===== config.mk =====
export PLATFORM = sky130hd
export DESIGN_NAME = brfbp_front
export DESIGN_NICKNAME = d
export VERILOG_FILES = /design/src/brfbp_pkg.sv /design/src/brfbp_front.sv
export SDC_FILE = /design/constraint.sdc
export NUM_CORES = 1
export LEC_CHECK = 0
export ABC_AREA = 1
export BUFFER_PORTS_ARGS = -buffer_cell sky130_fd_sc_hd__buf_4
export CORE_MARGIN = 2
export CORE_UTILIZATION = 33
export DETAILED_ROUTE_END_ITERATION = 8
export PLACE_DENSITY = 0.67
export SLEW_MARGIN = 20
export SYNTH_ARGS = -nofsm -noshare
export SYNTH_HDL_FRONTEND = slang
export SYNTH_SLANG_ARGS = --single-unit
export TNS_END_PERCENT = 30

===== constraint.sdc =====
create_clock -name i_clk -period 2.2 [get_ports i_clk]
set_input_delay 0.44 -clock i_clk [delete_from_list [all_inputs] [get_ports i_clk]]
set_output_delay 0.44 -clock i_clk [all_outputs]
set_load 0.02 [all_outputs]

===== src/brfbp_pkg.sv =====
// ----------------------------------------------------------------------------
// brfbp_pkg
// Types and codes shared by the ring byte FIFO front end, command queue and
// execution back end.
// ----------------------------------------------------------------------------
package brfbp_pkg;

    localparam int CW = 11;   // capacity and fill width
    localparam int DW = 8;    // data byte
    localparam int KW = 2;    // kind code
    localparam int NW = 7;    // count field
    localparam int OW = 10;   // peek offset
    localparam int SW = 3;    // status code

    localparam logic [CW-1:0] CAP_RESET = CW'(1024);
    localparam int MAX_RESULTS = 64;

    // kind codes of an input item
    localparam logic [KW-1:0] KIND_PUSH  = 2'd0;
    localparam logic [KW-1:0] KIND_POP   = 2'd1;
    localparam logic [KW-1:0] KIND_PEEK  = 2'd2;
    localparam logic [KW-1:0] KIND_CLEAR = 2'd3;

    // result status codes
    localparam logic [SW-1:0] STAT_OK    = 3'd0;
    localparam logic [SW-1:0] STAT_EMPTY = 3'd1;
    localparam logic [SW-1:0] STAT_FULL  = 3'd2;
    localparam logic [SW-1:0] STAT_OVF_W = 3'd3;
    localparam logic [SW-1:0] STAT_UNF_R = 3'd4;
    localparam logic [SW-1:0] STAT_BAD   = 3'd5;

    // command queue depth
    localparam int Q_DEPTH = 2;
    localparam int Q_AW    = 1;

    typedef enum logic [1:0] {
        OP_PUSH,
        OP_POP,
        OP_PEEK,
        OP_CLEAR
    } t_op;

    typedef enum logic [1:0] {
        BS_IDLE,
        BS_MOD,
        BS_READ,
        BS_EMIT
    } t_bstate;

    typedef struct packed {
        logic [KW-1:0] kind;
        logic [DW-1:0] data_in;
        logic [NW-1:0] count;
        logic          first;
        logic [OW-1:0] offset;
    } t_in;

    typedef struct packed {
        logic [DW-1:0] data_out;
        logic [SW-1:0] status;
        logic [CW-1:0] fill;
        logic          last;
    } t_out;

    typedef struct packed {
        t_op           op;
        logic          bad;
        logic [DW-1:0] data;
        logic [NW-1:0] count;
        logic          first;
        logic [OW-1:0] offset;
    } t_cmd;

endpackage


===== src/brfbp_front.sv =====
// ----------------------------------------------------------------------------
// brfbp_front
// Accepts input items, decodes the kind and flags out-of-range counts, and
// holds the decoded command in one register stage toward the queue.
// ----------------------------------------------------------------------------
module brfbp_front #(
    parameter int MAX_BURST = 64
) (
    input  logic              i_clk,
    input  logic              i_rst_n,
    input  logic              i_in_valid,
    output logic              o_in_stall,
    input  brfbp_pkg::t_in    i_in_item,
    output logic              o_cmd_valid,
    input  logic              i_cmd_stall,
    output brfbp_pkg::t_cmd   o_cmd
);
    import brfbp_pkg::*;

    localparam int LIMIT = (MAX_BURST < MAX_RESULTS) ? MAX_BURST : MAX_RESULTS;
    localparam logic [NW:0] BURST_MAX = (NW+1)'(MAX_BURST);
    localparam logic [NW:0] READ_MAX  = (NW+1)'(LIMIT);

    logic        r_valid;
    t_cmd        r_cmd;
    t_cmd        w_cmd;
    logic [NW:0] w_cnt;
    logic        w_accept;

    assign w_cnt      = {1'b0, i_in_item.count};
    assign o_in_stall = r_valid && i_cmd_stall;
    assign w_accept   = i_in_valid && !o_in_stall;

    always_comb begin
        w_cmd.data   = i_in_item.data_in;
        w_cmd.count  = i_in_item.count;
        w_cmd.first  = i_in_item.first;
        w_cmd.offset = i_in_item.offset;
        case (i_in_item.kind)
            KIND_PUSH: begin
                w_cmd.op  = OP_PUSH;
                w_cmd.bad = i_in_item.first && (w_cnt == '0 || w_cnt > BURST_MAX);
            end
            KIND_POP: begin
                w_cmd.op  = OP_POP;
                w_cmd.bad = w_cnt > READ_MAX;
            end
            KIND_PEEK: begin
                w_cmd.op  = OP_PEEK;
                w_cmd.bad = w_cnt == '0 || w_cnt > READ_MAX;
            end
            default: begin
                w_cmd.op  = OP_CLEAR;
                w_cmd.bad = 1'b0;
            end
        endcase
    end

    always_ff @(posedge i_clk) begin
        if (!i_rst_n) begin
            r_valid <= 1'b0;
        end else if (w_accept) begin
            r_valid <= 1'b1;
        end else if (!i_cmd_stall) begin
            r_valid <= 1'b0;
        end
    end

    always_ff @(posedge i_clk) begin
        if (w_accept) begin
            r_cmd <= w_cmd;
        end
    end

    assign o_cmd_valid = r_valid;
    assign o_cmd       = r_cmd;

endmodule


==> flow_summary_export.csv <==
group,metric,value,unit
die,initial_core_util,35.1,%
timing,slew_violations,0,
logic_synthesis,synthMuxAreaShare,0,%
worst_setup_path,cp-start-kind,"flip-flop",
detailed_routing,antenna_left,0,
cells_and_area,drive_gt1_share,60.8,%
timing,tightest_slew,363,ps
die,die_w,58.7,µm
die,die_y,58.7,µm
grt,grt_pass1_vias,668,
pwr,p_sw_share,23.5,%
cts,post-cts-setup-buffers,0,
timing,period_share,64.6,%
worst_setup_path,endpoint_kind,"primary output",
logic_synthesis,syn-num-nets,83,
cells_and_area,final_nets,151,
cts,cts_tree,"yes",
detailed_routing,vias_per_cell,4.40,
cells_and_area,fillers,235,
logic_synthesis,synthXorXnorAreaFrac,0,%
detailed_routing,drt_first_iter_violations,40,
timing,rsz0062_at_grt,"no",
placement,port_buffers,62,
timing,fmax,704,MHz
logic_synthesis,ys_seq_area_share,90.4,%
cts,cts_root_buffer,"clkbuf_4",
detailed_routing,drc,9,
timing,finalSetupViolations,0,
timing,whs,288,ps
pwr,p_per_area,733,mW/mm²
grt,grt_first_pass_wirelength,3150,µm
detailed_routing,drt_first_pass_iters,6,
grt,grt_overflow,0,
hold_path,hold_depth,1,
logic_synthesis,avgSynthCellArea,19.3,µm²
detailed_routing,wl_per_cell,13.4,µm
logic_synthesis,ys_types,11,
cts,clk_pin_slew_worst_paths,90,ps
pwr,p_sw,265,µW
worst_setup_path,cp_max_fo,2,
cts,postCtsHoldBufs,0,
hold_path,worstHoldPathType,"primary input to flip-flop",
worst_setup_path,required,1760,ps
pwr,p_seq_share,59.7,%
pwr,power.leakage,0.676,nW
pwr,pwr-share-comb,14.4,%
grt,antenna_found_initial,0,
worst_setup_path,r2r_cells,4,
die,ios,63,
run_status,failed_checks,"DRC",
cts,numCtsBuffers,5,
cts,cts_sinks,30,
die,die-area,0.00344,mm²
placement,placed_area,0.00149,mm²
grt,globalRouteTotalUtil,13.6,%
cells_and_area,fin_util,55.0,%
die,num_rows,19,
cts,h-tree-depth,2,
placement,dpl.hpwl,1510,µm
logic_synthesis,synthSimpleGateAreaFrac,6.09,%
logic_synthesis,yosys_warnings,0,
timing,fin_setup_tns,0,ps
grt,grt_max_degree,30,
cells_and_area,synthToLayoutAreaGrowth,56.5,%
run,cap_viol_max_count,0,
pwr,max-vdd-ir-drop,266,µV
timing,max-slew-margin-rel,75.8,%
pwr,pwr-share-clk,25.9,%
pwr,p_int,865,µW
cells_and_area,antennaDiodeCount,0,
placement,globalplace.congestion,0.672,
placement,pre_cts_ws,750,ps
cells_and_area,final_area,0.00154,mm²
logic_synthesis,synth-compound-area-share,1.27,%
run_status,outcome,"complete, but fails checks",
timing,fin_crit,1420,ps
cts,clockBufferDepth,2,
logic_synthesis,synth-seq-cells,30,
worst_setup_path,worstSetupPathType,"flip-flop to primary output",
cells_and_area,layout_common_cells,"buf_4, edfxtp_1, clkbuf_4",
logic_synthesis,synth_fa_ha_area_share,0,%
logic_synthesis,synth_top_family_by_area,"simple AND/OR/NAND/NOR gates",
logic_synthesis,syn_inst,51,
detailed_routing,route.vias.total,664,
detailed_routing,wl,2020,µm
die,coreArea,0.00281,mm²
cts,cts_resized,0,
cts,clk_latency,320,ps
timing,hold_violations,0,
logic_synthesis,synth_area,986,µm²
cells_and_area,final_common_cell,"buf_4",
timing,setup_ws,779,ps
worst_setup_path,arrival,980,ps
timing,skew,3.74,ps
-- kinds of logic (layout without fill, tap and decap cells) --
family	Yosys count	after routing
buffers and inverters	6	75
AO/OA/AOI/OAI	2	2
flip-flops	30	30
AND/OR/NAND/NOR	13	13
-- metrics by stage --
stage,total power [mW],instances
finish,1.13,151
global route,1.18,151
CTS,1.15,151
detailed placement,0.852,143
global placement,0.848,143
floorplan,0.752,51
-- worst paths after layout --
check,startpoint,to,slack (ps)
setup / recovery,o_cmd_valid,o_in_stall,780
hold / removal,i_in_item[9],o_cmd[9],290
setup reg to reg,o_cmd_valid,o_cmd[11],980
hold reg to reg,o_cmd_valid,o_cmd_valid,520
-- layout make-up --
type / count / area (µm²) / share of cell area [%]
Sequential cell: 30 / 891 / 57.7
Timing Repair Buffer: 63 / 473 / 30.7
Multi-Input combinational cell: 15 / 75.1 / 4.87
Clock buffer: 6 / 41.3 / 2.68
Tap cell: 31 / 38.8 / 2.51
Inverter: 4 / 15.0 / 0.973
Clock inverter: 2 / 8.76 / 0.568
-- flip-flops by register name, summed over array words and instances, names as in the netlist --
| name | count |
|---|---|
| o_cmd_valid | 1 |
| o_cmd | 29 |
-- Yosys cell counts --
master	n	area [µm²]
edfxtp_1	29	871
nand3_1	1	5.00
inv_1	4	15.0
clkbuf_1	2	7.51
nand2_1	3	11.3
a21oi_1	1	5.00
nor2_2	3	18.8
nand4_1	1	6.26
a21boi_0	1	7.51
dfxtp_1	1	20.0
nor2_1	5	18.8
-- per-layer routing --
layer / vias up / GRT usage [%] / share of wire, %
li1: 318 / - / -
met1: 301 / 13.7 / 34
met2: 42 / 21.5 / 50
met3: 3 / 6.37 / 14
met4: 0 / 10.7 / 1.7
met5: - / 0 / 0
-- critical path, stage by stage, from the launching register on --
cell	delay, ps
dfxtp_1	350
nand2_1	70
inv_1	90
buf_4	140
-- power groups by stage --
stage	Combinational [mW]	Clock, mW	Sequential [mW]
2_1_floorplan	0.0212	0	0.731
6_report	0.163	0.293	0.675
3_3_place_gp	0.161	0	0.687
4_1_cts	0.164	0.308	0.675
5_1_grt	0.174	0.330	0.678
3_5_place_dp	0.164	0	0.689
Power figures use the tool's default switching activity.
