### config.mk
export PLATFORM = sky130hd
export DESIGN_NAME = brfbp_queue
export DESIGN_NICKNAME = d
export VERILOG_FILES = /design/src/brfbp_pkg.sv /design/src/brfbp_queue.sv
export SDC_FILE = /design/constraint.sdc
export NUM_CORES = 1
export LEC_CHECK = 0
export BUFFER_PORTS_ARGS = -buffer_cell sky130_fd_sc_hd__buf_4
export CELL_PAD_IN_SITES_DETAIL_PLACEMENT = 0
export CELL_PAD_IN_SITES_GLOBAL_PLACEMENT = 1
export CORE_ASPECT_RATIO = 0.8
export CORE_MARGIN = 2
export CORE_UTILIZATION = 46
export DETAILED_ROUTE_END_ITERATION = 6
export PLACE_DENSITY = 0.8
export SYNTH_ARGS = -nofsm -noshare
export SYNTH_HDL_FRONTEND = slang
export SYNTH_SLANG_ARGS = --single-unit
### constraint.sdc
create_clock -name i_clk -period 3.6 [get_ports i_clk]
set_clock_uncertainty 0.15 [all_clocks]
set_input_delay 0.36 -clock i_clk [delete_from_list [all_inputs] [get_ports i_clk]]
set_output_delay 0.36 -clock i_clk [all_outputs]
set_load 0.03 [all_outputs]
### src/brfbp_pkg.sv
// ----------------------------------------------------------------------------
// brfbp_pkg
// Types and codes shared by the ring byte FIFO front end, command queue and
// execution back end.
// ----------------------------------------------------------------------------
package brfbp_pkg;

    localparam int CW = 11;   // capacity and fill width
    localparam int DW = 8;    // data byte
    localparam int KW = 2;    // kind code
    localparam int NW = 7;    // count field
    localparam int OW = 10;   // peek offset
    localparam int SW = 3;    // status code

    localparam logic [CW-1:0] CAP_RESET = CW'(1024);
    localparam int MAX_RESULTS = 64;

    // kind codes of an input item
    localparam logic [KW-1:0] KIND_PUSH  = 2'd0;
    localparam logic [KW-1:0] KIND_POP   = 2'd1;
    localparam logic [KW-1:0] KIND_PEEK  = 2'd2;
    localparam logic [KW-1:0] KIND_CLEAR = 2'd3;

    // result status codes
    localparam logic [SW-1:0] STAT_OK    = 3'd0;
    localparam logic [SW-1:0] STAT_EMPTY = 3'd1;
    localparam logic [SW-1:0] STAT_FULL  = 3'd2;
    localparam logic [SW-1:0] STAT_OVF_W = 3'd3;
    localparam logic [SW-1:0] STAT_UNF_R = 3'd4;
    localparam logic [SW-1:0] STAT_BAD   = 3'd5;

    // command queue depth
    localparam int Q_DEPTH = 2;
    localparam int Q_AW    = 1;

    typedef enum logic [1:0] {
        OP_PUSH,
        OP_POP,
        OP_PEEK,
        OP_CLEAR
    } t_op;

    typedef enum logic [1:0] {
        BS_IDLE,
        BS_MOD,
        BS_READ,
        BS_EMIT
    } t_bstate;

    typedef struct packed {
        logic [KW-1:0] kind;
        logic [DW-1:0] data_in;
        logic [NW-1:0] count;
        logic          first;
        logic [OW-1:0] offset;
    } t_in;

    typedef struct packed {
        logic [DW-1:0] data_out;
        logic [SW-1:0] status;
        logic [CW-1:0] fill;
        logic          last;
    } t_out;

    typedef struct packed {
        t_op           op;
        logic          bad;
        logic [DW-1:0] data;
        logic [NW-1:0] count;
        logic          first;
        logic [OW-1:0] offset;
    } t_cmd;

endpackage

### src/brfbp_queue.sv
// ----------------------------------------------------------------------------
// brfbp_queue
// Two-entry command queue between the front end and the back end.
// ----------------------------------------------------------------------------
module brfbp_queue (
    input  logic              i_clk,
    input  logic              i_rst_n,
    input  logic              i_push_valid,
    output logic              o_push_stall,
    input  brfbp_pkg::t_cmd   i_push_cmd,
    output logic              o_pop_valid,
    input  logic              i_pop_take,
    output brfbp_pkg::t_cmd   o_pop_cmd
);
    import brfbp_pkg::*;

    t_cmd            r_slot [Q_DEPTH];
    logic [Q_AW-1:0] r_wr;
    logic [Q_AW-1:0] r_rd;
    logic [Q_AW:0]   r_cnt;
    logic            w_push;
    logic            w_pop;

    assign o_push_stall = r_cnt == (Q_AW+1)'(Q_DEPTH);
    assign o_pop_valid  = r_cnt != '0;
    assign o_pop_cmd    = r_slot[r_rd];
    assign w_push       = i_push_valid && !o_push_stall;
    assign w_pop        = i_pop_take && o_pop_valid;

    always_ff @(posedge i_clk) begin
        if (!i_rst_n) begin
            r_wr  <= '0;
            r_rd  <= '0;
            r_cnt <= '0;
        end else begin
            if (w_push) begin
                r_wr <= r_wr + Q_AW'(1);
            end
            if (w_pop) begin
                r_rd <= r_rd + Q_AW'(1);
            end
            case ({w_push, w_pop})
                2'b10:   r_cnt <= r_cnt + (Q_AW+1)'(1);
                2'b01:   r_cnt <= r_cnt - (Q_AW+1)'(1);
                default: r_cnt <= r_cnt;
            endcase
        end
    end

    always_ff @(posedge i_clk) begin
        if (w_push) begin
            r_slot[r_wr] <= i_push_cmd;
        end
    end

endmodule

==> impl.org, run 1 <==
** Final layout
- Finished layout cell area :: 0.00305 mm2
- The area growth from synthesis to layout is 31.5%.
- FF+latch area :: 0.00184 mm2
- The net count of the finished layout is 223.
- Core utilization of the finished layout :: 61.7%
- Antenna Cells :: 0
- Layout cell share with drive strength beyond 1 :: 56.7%
- Final standard cell count with taps included and fillers excluded :: 256
- Number of filler instances in the final layout :: 378
- The multi-input combinational cells in the finished layout cover a total of 454 um2.

** Placed design
- Worst Setup Slack post-DPL :: 1240 ps
- At the end of routability-driven placement, the weighted congestion stood at 0.792.
- Final HPWL DP :: 2.72 mm
- Once placement completed, the tool counted placed cells totaling 240.
- Number of I/O port buffers :: 63
- In this run the cell area measured after placement is 0.00287 mm2.

** Clock network
- Clock tree root buffer cell :: clkbuf_8
- CTS built an H-tree with a depth of 3.
- In this run, CTS created clock tree buffers numbering 9.
- Later-pin clock latency in the skew report :: 320 ps
- After clock tree synthesis, the clock-pin slew on the worst setup and hold paths is 60 ps.
- Total clock sinks :: 63
- Post-CTS setup buffer count :: 0
- Post-cts gate resize count :: 0
- Hold repair after CTS inserted 0 buffers.
- Buffer levels on the longest clock path :: 2
- TritonCTS clock tree :: done

** GRT
- The initial antenna violation count was 0.
- Entering global routing, the biggest net connects 30 pins.
- Number of global-route vias before repair :: 1278
- For this run the aggregate overflow at the end of global routing stands at 0.
- Global-route total usage across every layer :: 14.7%
- The first global-routing pass estimated 5.93 mm of wire.

** Yosys
- By area the synthesized netlist is led by edfxtp_1, mux2_2, dfxtp_1.
- After synthesis, flip-flops and latches occupy 79.3% of the total area.
- Summing the areas of all compound-gate instances in the mapped netlist gives 1.40% of the synthesized area.
- Fraction of the mapped netlist area in simple logic gates :: 2.42%
- Synth warn :: 0
- For this run, the leading register cell type out of synthesis is edfxtp_1.
- Share of synthesized area spent on multiplexers :: 14.1%
- By area, the combinational part of the netlist is dominated by multiplexers.
- The synthesized netlist devotes 1.13% of its cell area to XOR and XNOR gates.
- After synthesis the netlist holds a flip-flop and latch count of 63.
- Counting every net in the synthesized netlist gives 150.
- Synthesis handed over a netlist of 116 instances.
- In this run, synthesis inferred 58 flip-flops with an integrated enable.
- Fraction of post-synthesis cell area in the top cell type by area :: 75.0%
- After synthesis, the mean cell area works out to 20.0 um2.
- Most area-hungry cell type in the Yosys netlist :: edfxtp_1
- Post-synthesis share of cell area spent on full adders, half adders and majority gates :: 0.539%
- After synthesis, the share of flip-flops with an asynchronous set or reset is 0%.
- The netlist uses 18 different library cells.
- Combined area of all synthesized cells :: 0.00232 mm2

** Setup path
- Arrival @ worst endpoint :: 1980 ps
- WP data required :: 3090 ps
- Along the worst path, the maximum fanout reaches 16.
- In this design, the stage delay of the slowest critical-path cell is 770 ps.
- The signal on the critical path passes through buf_4 -> mux2_2 -> buf_4.
- The most numerous cell type found on the critical path is buf_4.
- STA classifies the critical path startpoint as a register.
- Critical-path cell with the highest stage delay :: dfxtp_1
- The worst setup path is captured at an output pin.
- The setup check on the worst reg-to-reg path leaves a slack of 1280 ps.
- The worst setup path is of the reg -> out kind.

** Timing
- The number of pins with negative max-slew slack in the final report came to 0.
- Across all hold checks on the routed design, the worst slack comes to 66.8 ps.
- The hold violation total from the final report was 0.
- In the finished design, the share of the clock period the worst path needs comes to 69.1%.
- Final critical path time including I/O delays and setup :: 2490 ps
- Sum of negative setup slack :: 0 ps
- For this run, the top clock speed supported by timing is 402 MHz.
- Final setup viols :: 0
- Slew @ Worst Pin :: 1120 ps
- RSZ-0062 raised after global routing :: false
- The worst pin sits at a relative slew slack of 25.1%.
- Fin worst setup slack :: 1110 ps

** Power and ir drop
- For this design the static power due to leakage is 1.17 nW.
- VDD sags by at most 0.000399 V.
- After layout, the design draws a total of 2.35 mW.
- Power spread over the standard cell area amounts to 771 mW/mm2.

** Worst hold path
- Hold Path Class :: in -> reg

** Floorplanning
- The region available for standard cell placement spans 0.00495 mm2.
- 64 I/O pins were placed.
- The floorplan step set the die height to 67.6 um.
- In this run the horizontal extent of the chip is 83.4 um.
- For this configuration, the core starts out at a cell density of 46.9%.
- Die footprint :: 0.00564 mm2
- Site row count :: 23

** Routing
- In this run the remaining antenna-violating nets after routing total 0.
- In the final routed layout, each cell accounts on average for 15.3 um.
- DRC violation total after the first TritonRoute iteration :: 20
- Vias :: 1229
- For this run, design rule violations remaining after detail routing come to 0.
- Via/cell ratio :: 4.80
- Summed over all layers, the routed wires come to 3.91 mm.
- Number of optimization iterations in the first detailed-route pass :: 4

** Flow run
- Max-capacitance violation count :: 0

** Status
- Run status :: finished clean
==> layout by cell type, fill, tap and decap left out, drive strengths merged <==
cell type / synthesis / layout
nand2b: 1 / 1
clkbuf: 0 / 11
and2: 1 / 1
nor2b: 2 / 2
and3: 1 / 1
mux2: 29 / 29
dfxtp: 5 / 5
buf: 3 / 65
o21ai: 2 / 2
ha: 1 / 1
inv: 3 / 3
a21boi: 2 / 2
nand2: 1 / 1
or2: 1 / 1
clkinv: 0 / 4
o21a: 1 / 1
bufinv: 0 / 1
or3: 2 / 2
xnor2: 3 / 3
edfxtp: 58 / 58
==> flip-flops by register name (all words and copies together), names as in the netlist, named ones only <==
| register | count |
|---|---|
| r_cnt | 2 |
| r_rd | 1 |
| r_slot | 58 |
| r_wr | 1 |
==> synthesized netlist by cell type (2+ instances only) <==
library cell  number
edfxtp_1          58
mux2_2            29
dfxtp_1            5
buf_2              3
xnor2_1            3
a21boi_1           2
inv_1              2
nor2b_1            2
o21ai_0            2
or3_1              2
==> layout make-up <==
class / instances / area share, %
inverter: 3 / 0.369
sequential: 63 / 60.3
tap: 62 / 2.54
clock inverter: 5 / 1.60
timing repair buffer: 65 / 16.0
clock buffer: 11 / 4.30
multi-input combinational: 47 / 14.9
==> metal layers <==
metal	GRT usage [%]	vias to the layer above	routed length, um
li1	-	589	-
met4	9.07	0	76
met3	5.50	8	280
met5	0	-	0
met1	16.2	581	1660
met2	24.9	51	1890
==> final timing paths <==
kind / startpoint / endpoint / depth (start not counted)
max: register / o_pop_cmd[15] / 3
max reg2reg: r_cnt[0] / r_slot[0][24] / 4
min: i_push_cmd[11] / r_slot[1][11] / 1
min reg2reg: r_wr / r_wr / 2
==> critical path, delay by kind of cell (launching register included) <==
family / cells / cell delay [ps]
flops: 1 / 770
buf+inv: 2 / 510
mux: 1 / 370
==> power breakdown <==
group	internal [mW]	leakage, nW	switching, mW
clock network	0.314	0.0945	0.239
registers	0.930	0.584	0.0612
logic	0.350	0.487	0.459
==> cell families after synthesis <==
logic type      Yosys count
simple gates              9
flops                    63
buf+inv                   6
xor+xnor                  3
fa+ha+maj                 1
mux                      29
compound gates            5
Note: power is estimated with default switching activity, not from simulation.
==> run 2, diff against run 1 <==
CORE_UTILIZATION = 38   (was 46)
PLACE_DENSITY = 0.71   (was 0.8)
clock period = 2.15 ns   (was 3.6 ns; I/O delays follow)
==> run 2 against run 1 <==
Wire length is 13% higher. Sequential share of layout area down 6.5 points. Critical path depth grew 2. Non-clock buffer count rose by 33. Combinational power is 84% higher. Power grew 71%. Utilization shrank 3.8 points. Worst hold slack gained 64 ps. Flip-flop and latch count unchanged.
==> impl.org, run 2 (synthesis results as in run 1) <==
** Placed design
- The post-detailed-placement half-perimeter wirelength came to 3.03 mm (+12%).
- Number of I/O port buffers :: 63 (unchanged)
- Gpl congestion :: 0.659 (-17%)
- Worst Setup Slack post-DPL :: 240 ps (-1000 ps)

** Routing
- Vias :: 1351 (+9.9%)
- DRC violation total after the first TritonRoute iteration :: 57 (+190%)
- DRT Wirelength :: 4.41 mm (+13%)
- DRT antenna net count :: 0 (unchanged)
- Via/cell ratio :: 4.39 (-8.6%)
- The remaining design rule violation count was 0 (unchanged).
- The number of search-and-repair iterations in the first detailed-routing pass was 3 (-1).
- The average detailed-routed wire length per instance came to 14.3 um (-6.1%).

** GRT
- The initial antenna violation count came to 0 (unchanged).
- Global-route total usage across every layer :: 14.3% (-0.38 points)
- The number of global-route vias before repair was 1479 (+16%).
- Aggregate global routing overflow :: 0 (unchanged)
- Maximum number of pins on one net before global-route repair :: 25 (-17%)
- The global-route wire length before repair was 6.96 mm (+17%).

** Floorplanning
- The count of boundary I/O pins is 64 (unchanged).
- The area inside the core boundary was 0.00591 mm2 (+19%).
- Initial standard-cell utilization of the core :: 39.3% (-7.6 points)
- Site row count :: 25 (+8.7%)
- The die extent in x came to 91.4 um (+9.5%).
- The area of the die came to 0.00676 mm2 (+20%).
- Overall die height :: 73.9 um (+9.4%)

** Clock network
- The maximum level of the CTS H-tree was 3 (unchanged).
- The post-CTS setup-driven buffer insertion count was 0 (unchanged).
- Buffer levels on the longest clock path :: 2 (unchanged)
- CTS Buf Count :: 9 (unchanged)
- The post-CTS clock slew at the launch and capture registers of the worst setup and hold paths was 60 ps (about the same).
- Total clock sinks :: 63 (unchanged)
- TritonCTS clock tree :: done
- Clock tree root buffer cell :: clkbuf_8
- The number of gates resized after cts is 0 (unchanged).
- Later-pin clock latency in the skew report :: 330 ps (about the same)

** Timing
- The final setup slack of the worst path was 245 ps (-867 ps).
- Final count of hold timing violations :: 0 (unchanged)
- Final critical path time including I/O delays and setup :: 1910 ps
- Pins over their slew limit :: 0 (unchanged)
- Setup repair after global routing left no endpoint under its margin.
- Slew @ Worst Pin :: 368 ps (-755 ps)
- Sum of negative setup slack :: 0 ps (unchanged)
- Slew margin rel. :: 75.4% (+50 points)
- Ratio of final minimum period to clock period :: 88.6%
- Achievable Freq :: 525 MHz
- The total of endpoints with negative setup slack in the final report is 0 (unchanged).

** Setup path
- STA classifies the critical path endpoint as a register.
- STA classifies the critical path startpoint as a register.
- Setup slack on the worst flop-to-flop path :: 240 ps (-1040 ps)
- Worst setup path start :: r_cnt[0]
- The endpoint identified for the worst register-to-register timing path is r_slot[0][26].
- Class of the most critical setup path :: reg -> reg
- The maximum fanout encountered on the critical timing path came to 7 (-9).
- Count of cells along the worst register-to-register path :: 5 (+1)
- The required time at the worst-slack endpoint was 2040 ps (-1050 ps).
- Worst setup path endpoint :: r_slot[0][26]
- Arrival @ worst endpoint :: 1790 ps (-190 ps)
- The startpoint identified for the worst register-to-register timing path is r_cnt[0].

** Power and ir drop
- The worst IR drop on VDD is 0.000771 V (+93%).
- Leakage power summed over all cells :: 1.31 nW (+13%)
- The power per cell area came to 1180 mW/mm2 (+53%).
- Post-layout total power :: 4.03 mW (+71%)

** Final layout
- Relative to the synthesized area, the layout overhead comes to 47.4%.
- Leaving out fill and tap cells, the most frequent cell in the layout is buf_4.
- Multi-input gate area in the final layout :: 454 um2 (unchanged)
- FF+latch area :: 0.00184 mm2 (unchanged)
- The flip-flop count of the largest register after layout came to 58 (unchanged).
- The final-layout fill cell count came to 473 (+25%).
- Layout cell share with drive strength beyond 1 :: 49.3% (-7.4 points)
- r_slot holds more flip-flops than any other register.
- Biggest regs :: r_slot: 58 flops, r_cnt: 2 flops
- The net count of the finished layout was 256 (+15%).
- Antenna Cells :: 0 (unchanged)
- Most frequent cells in the layout :: buf_4, edfxtp_1, dlygate4sd3_1

** Flow run
- The number of max-capacitance violations reported was 0 (unchanged).

** Worst hold path
- Min-Delay Startpoint :: i_push_valid
- The path class of the tightest hold or removal check is in -> reg.

** Status
- Run status :: finished clean
==> run 2: critical path: stages, from the launching register on <==
cell and delay (ps):
dfxtp_1 410, nand2b_2 180, inv_2 50, or3_1 320, inv_1 280, buf_4 230
==> run 2: repair_timing <==
action                     in CTS  in global routing
setup endpoints to repair       0                  0
hold buffers                   30                  0
hold endpoints to repair       61                  0
==> run 2: worst min-delay path by stage <==
stage                     to  cells after the start  slack (ps)
3_5_place_dp   r_slot[0][28]                      1         250
3_3_place_gp   r_slot[1][14]                      1         250
4_1_cts                 r_wr                      4         110
2_1_floorplan   r_slot[0][0]                      0         160
6_report                r_wr                      4         130
5_1_grt                 r_wr                      4         150
==> run 2: area by class of cell <==
class,count,area share (%)
clock buffers,10,3.73
clock inverters,6,1.50
inverters,3,0.329
multi-input cells,47,13.3
flip-flops and latches,63,53.8
well taps,81,2.96
repair buffers,98,24.4
==> run 2: per-layer routing <==
| metal | part of all wire [%] | GRT usage, % | wire length, um | up-vias |
|---|---|---|---|---|
| li1 | - | - | - | 657 |
| met1 | 44 | 16.4 | 1940 | 636 |
| met2 | 48 | 23.4 | 2110 | 50 |
| met3 | 6.9 | 7.38 | 306 | 8 |
| met4 | 1.1 | 5.05 | 50 | 0 |
| met5 | 0 | 0 | 0 | - |
==> run 2: metrics by stage <==
stage	cell area, um2	instances	util, %	hold slack, ps
4_1_cts	3420	308	57.9	110
3_5_place_dp	2940	262	49.8	252
6_report	3420	308	57.9	131
2_1_floorplan	2320	116	-	164
5_1_grt	3420	308	57.9	155
3_3_place_gp	2940	262	49.8	251
==> run 2: where the power goes <==
group          leakage [nW]  switching, mW  internal (mW)
clock network        0.0925          0.403          0.519
registers             0.584         0.0625           1.55
logic                 0.634          0.833          0.662
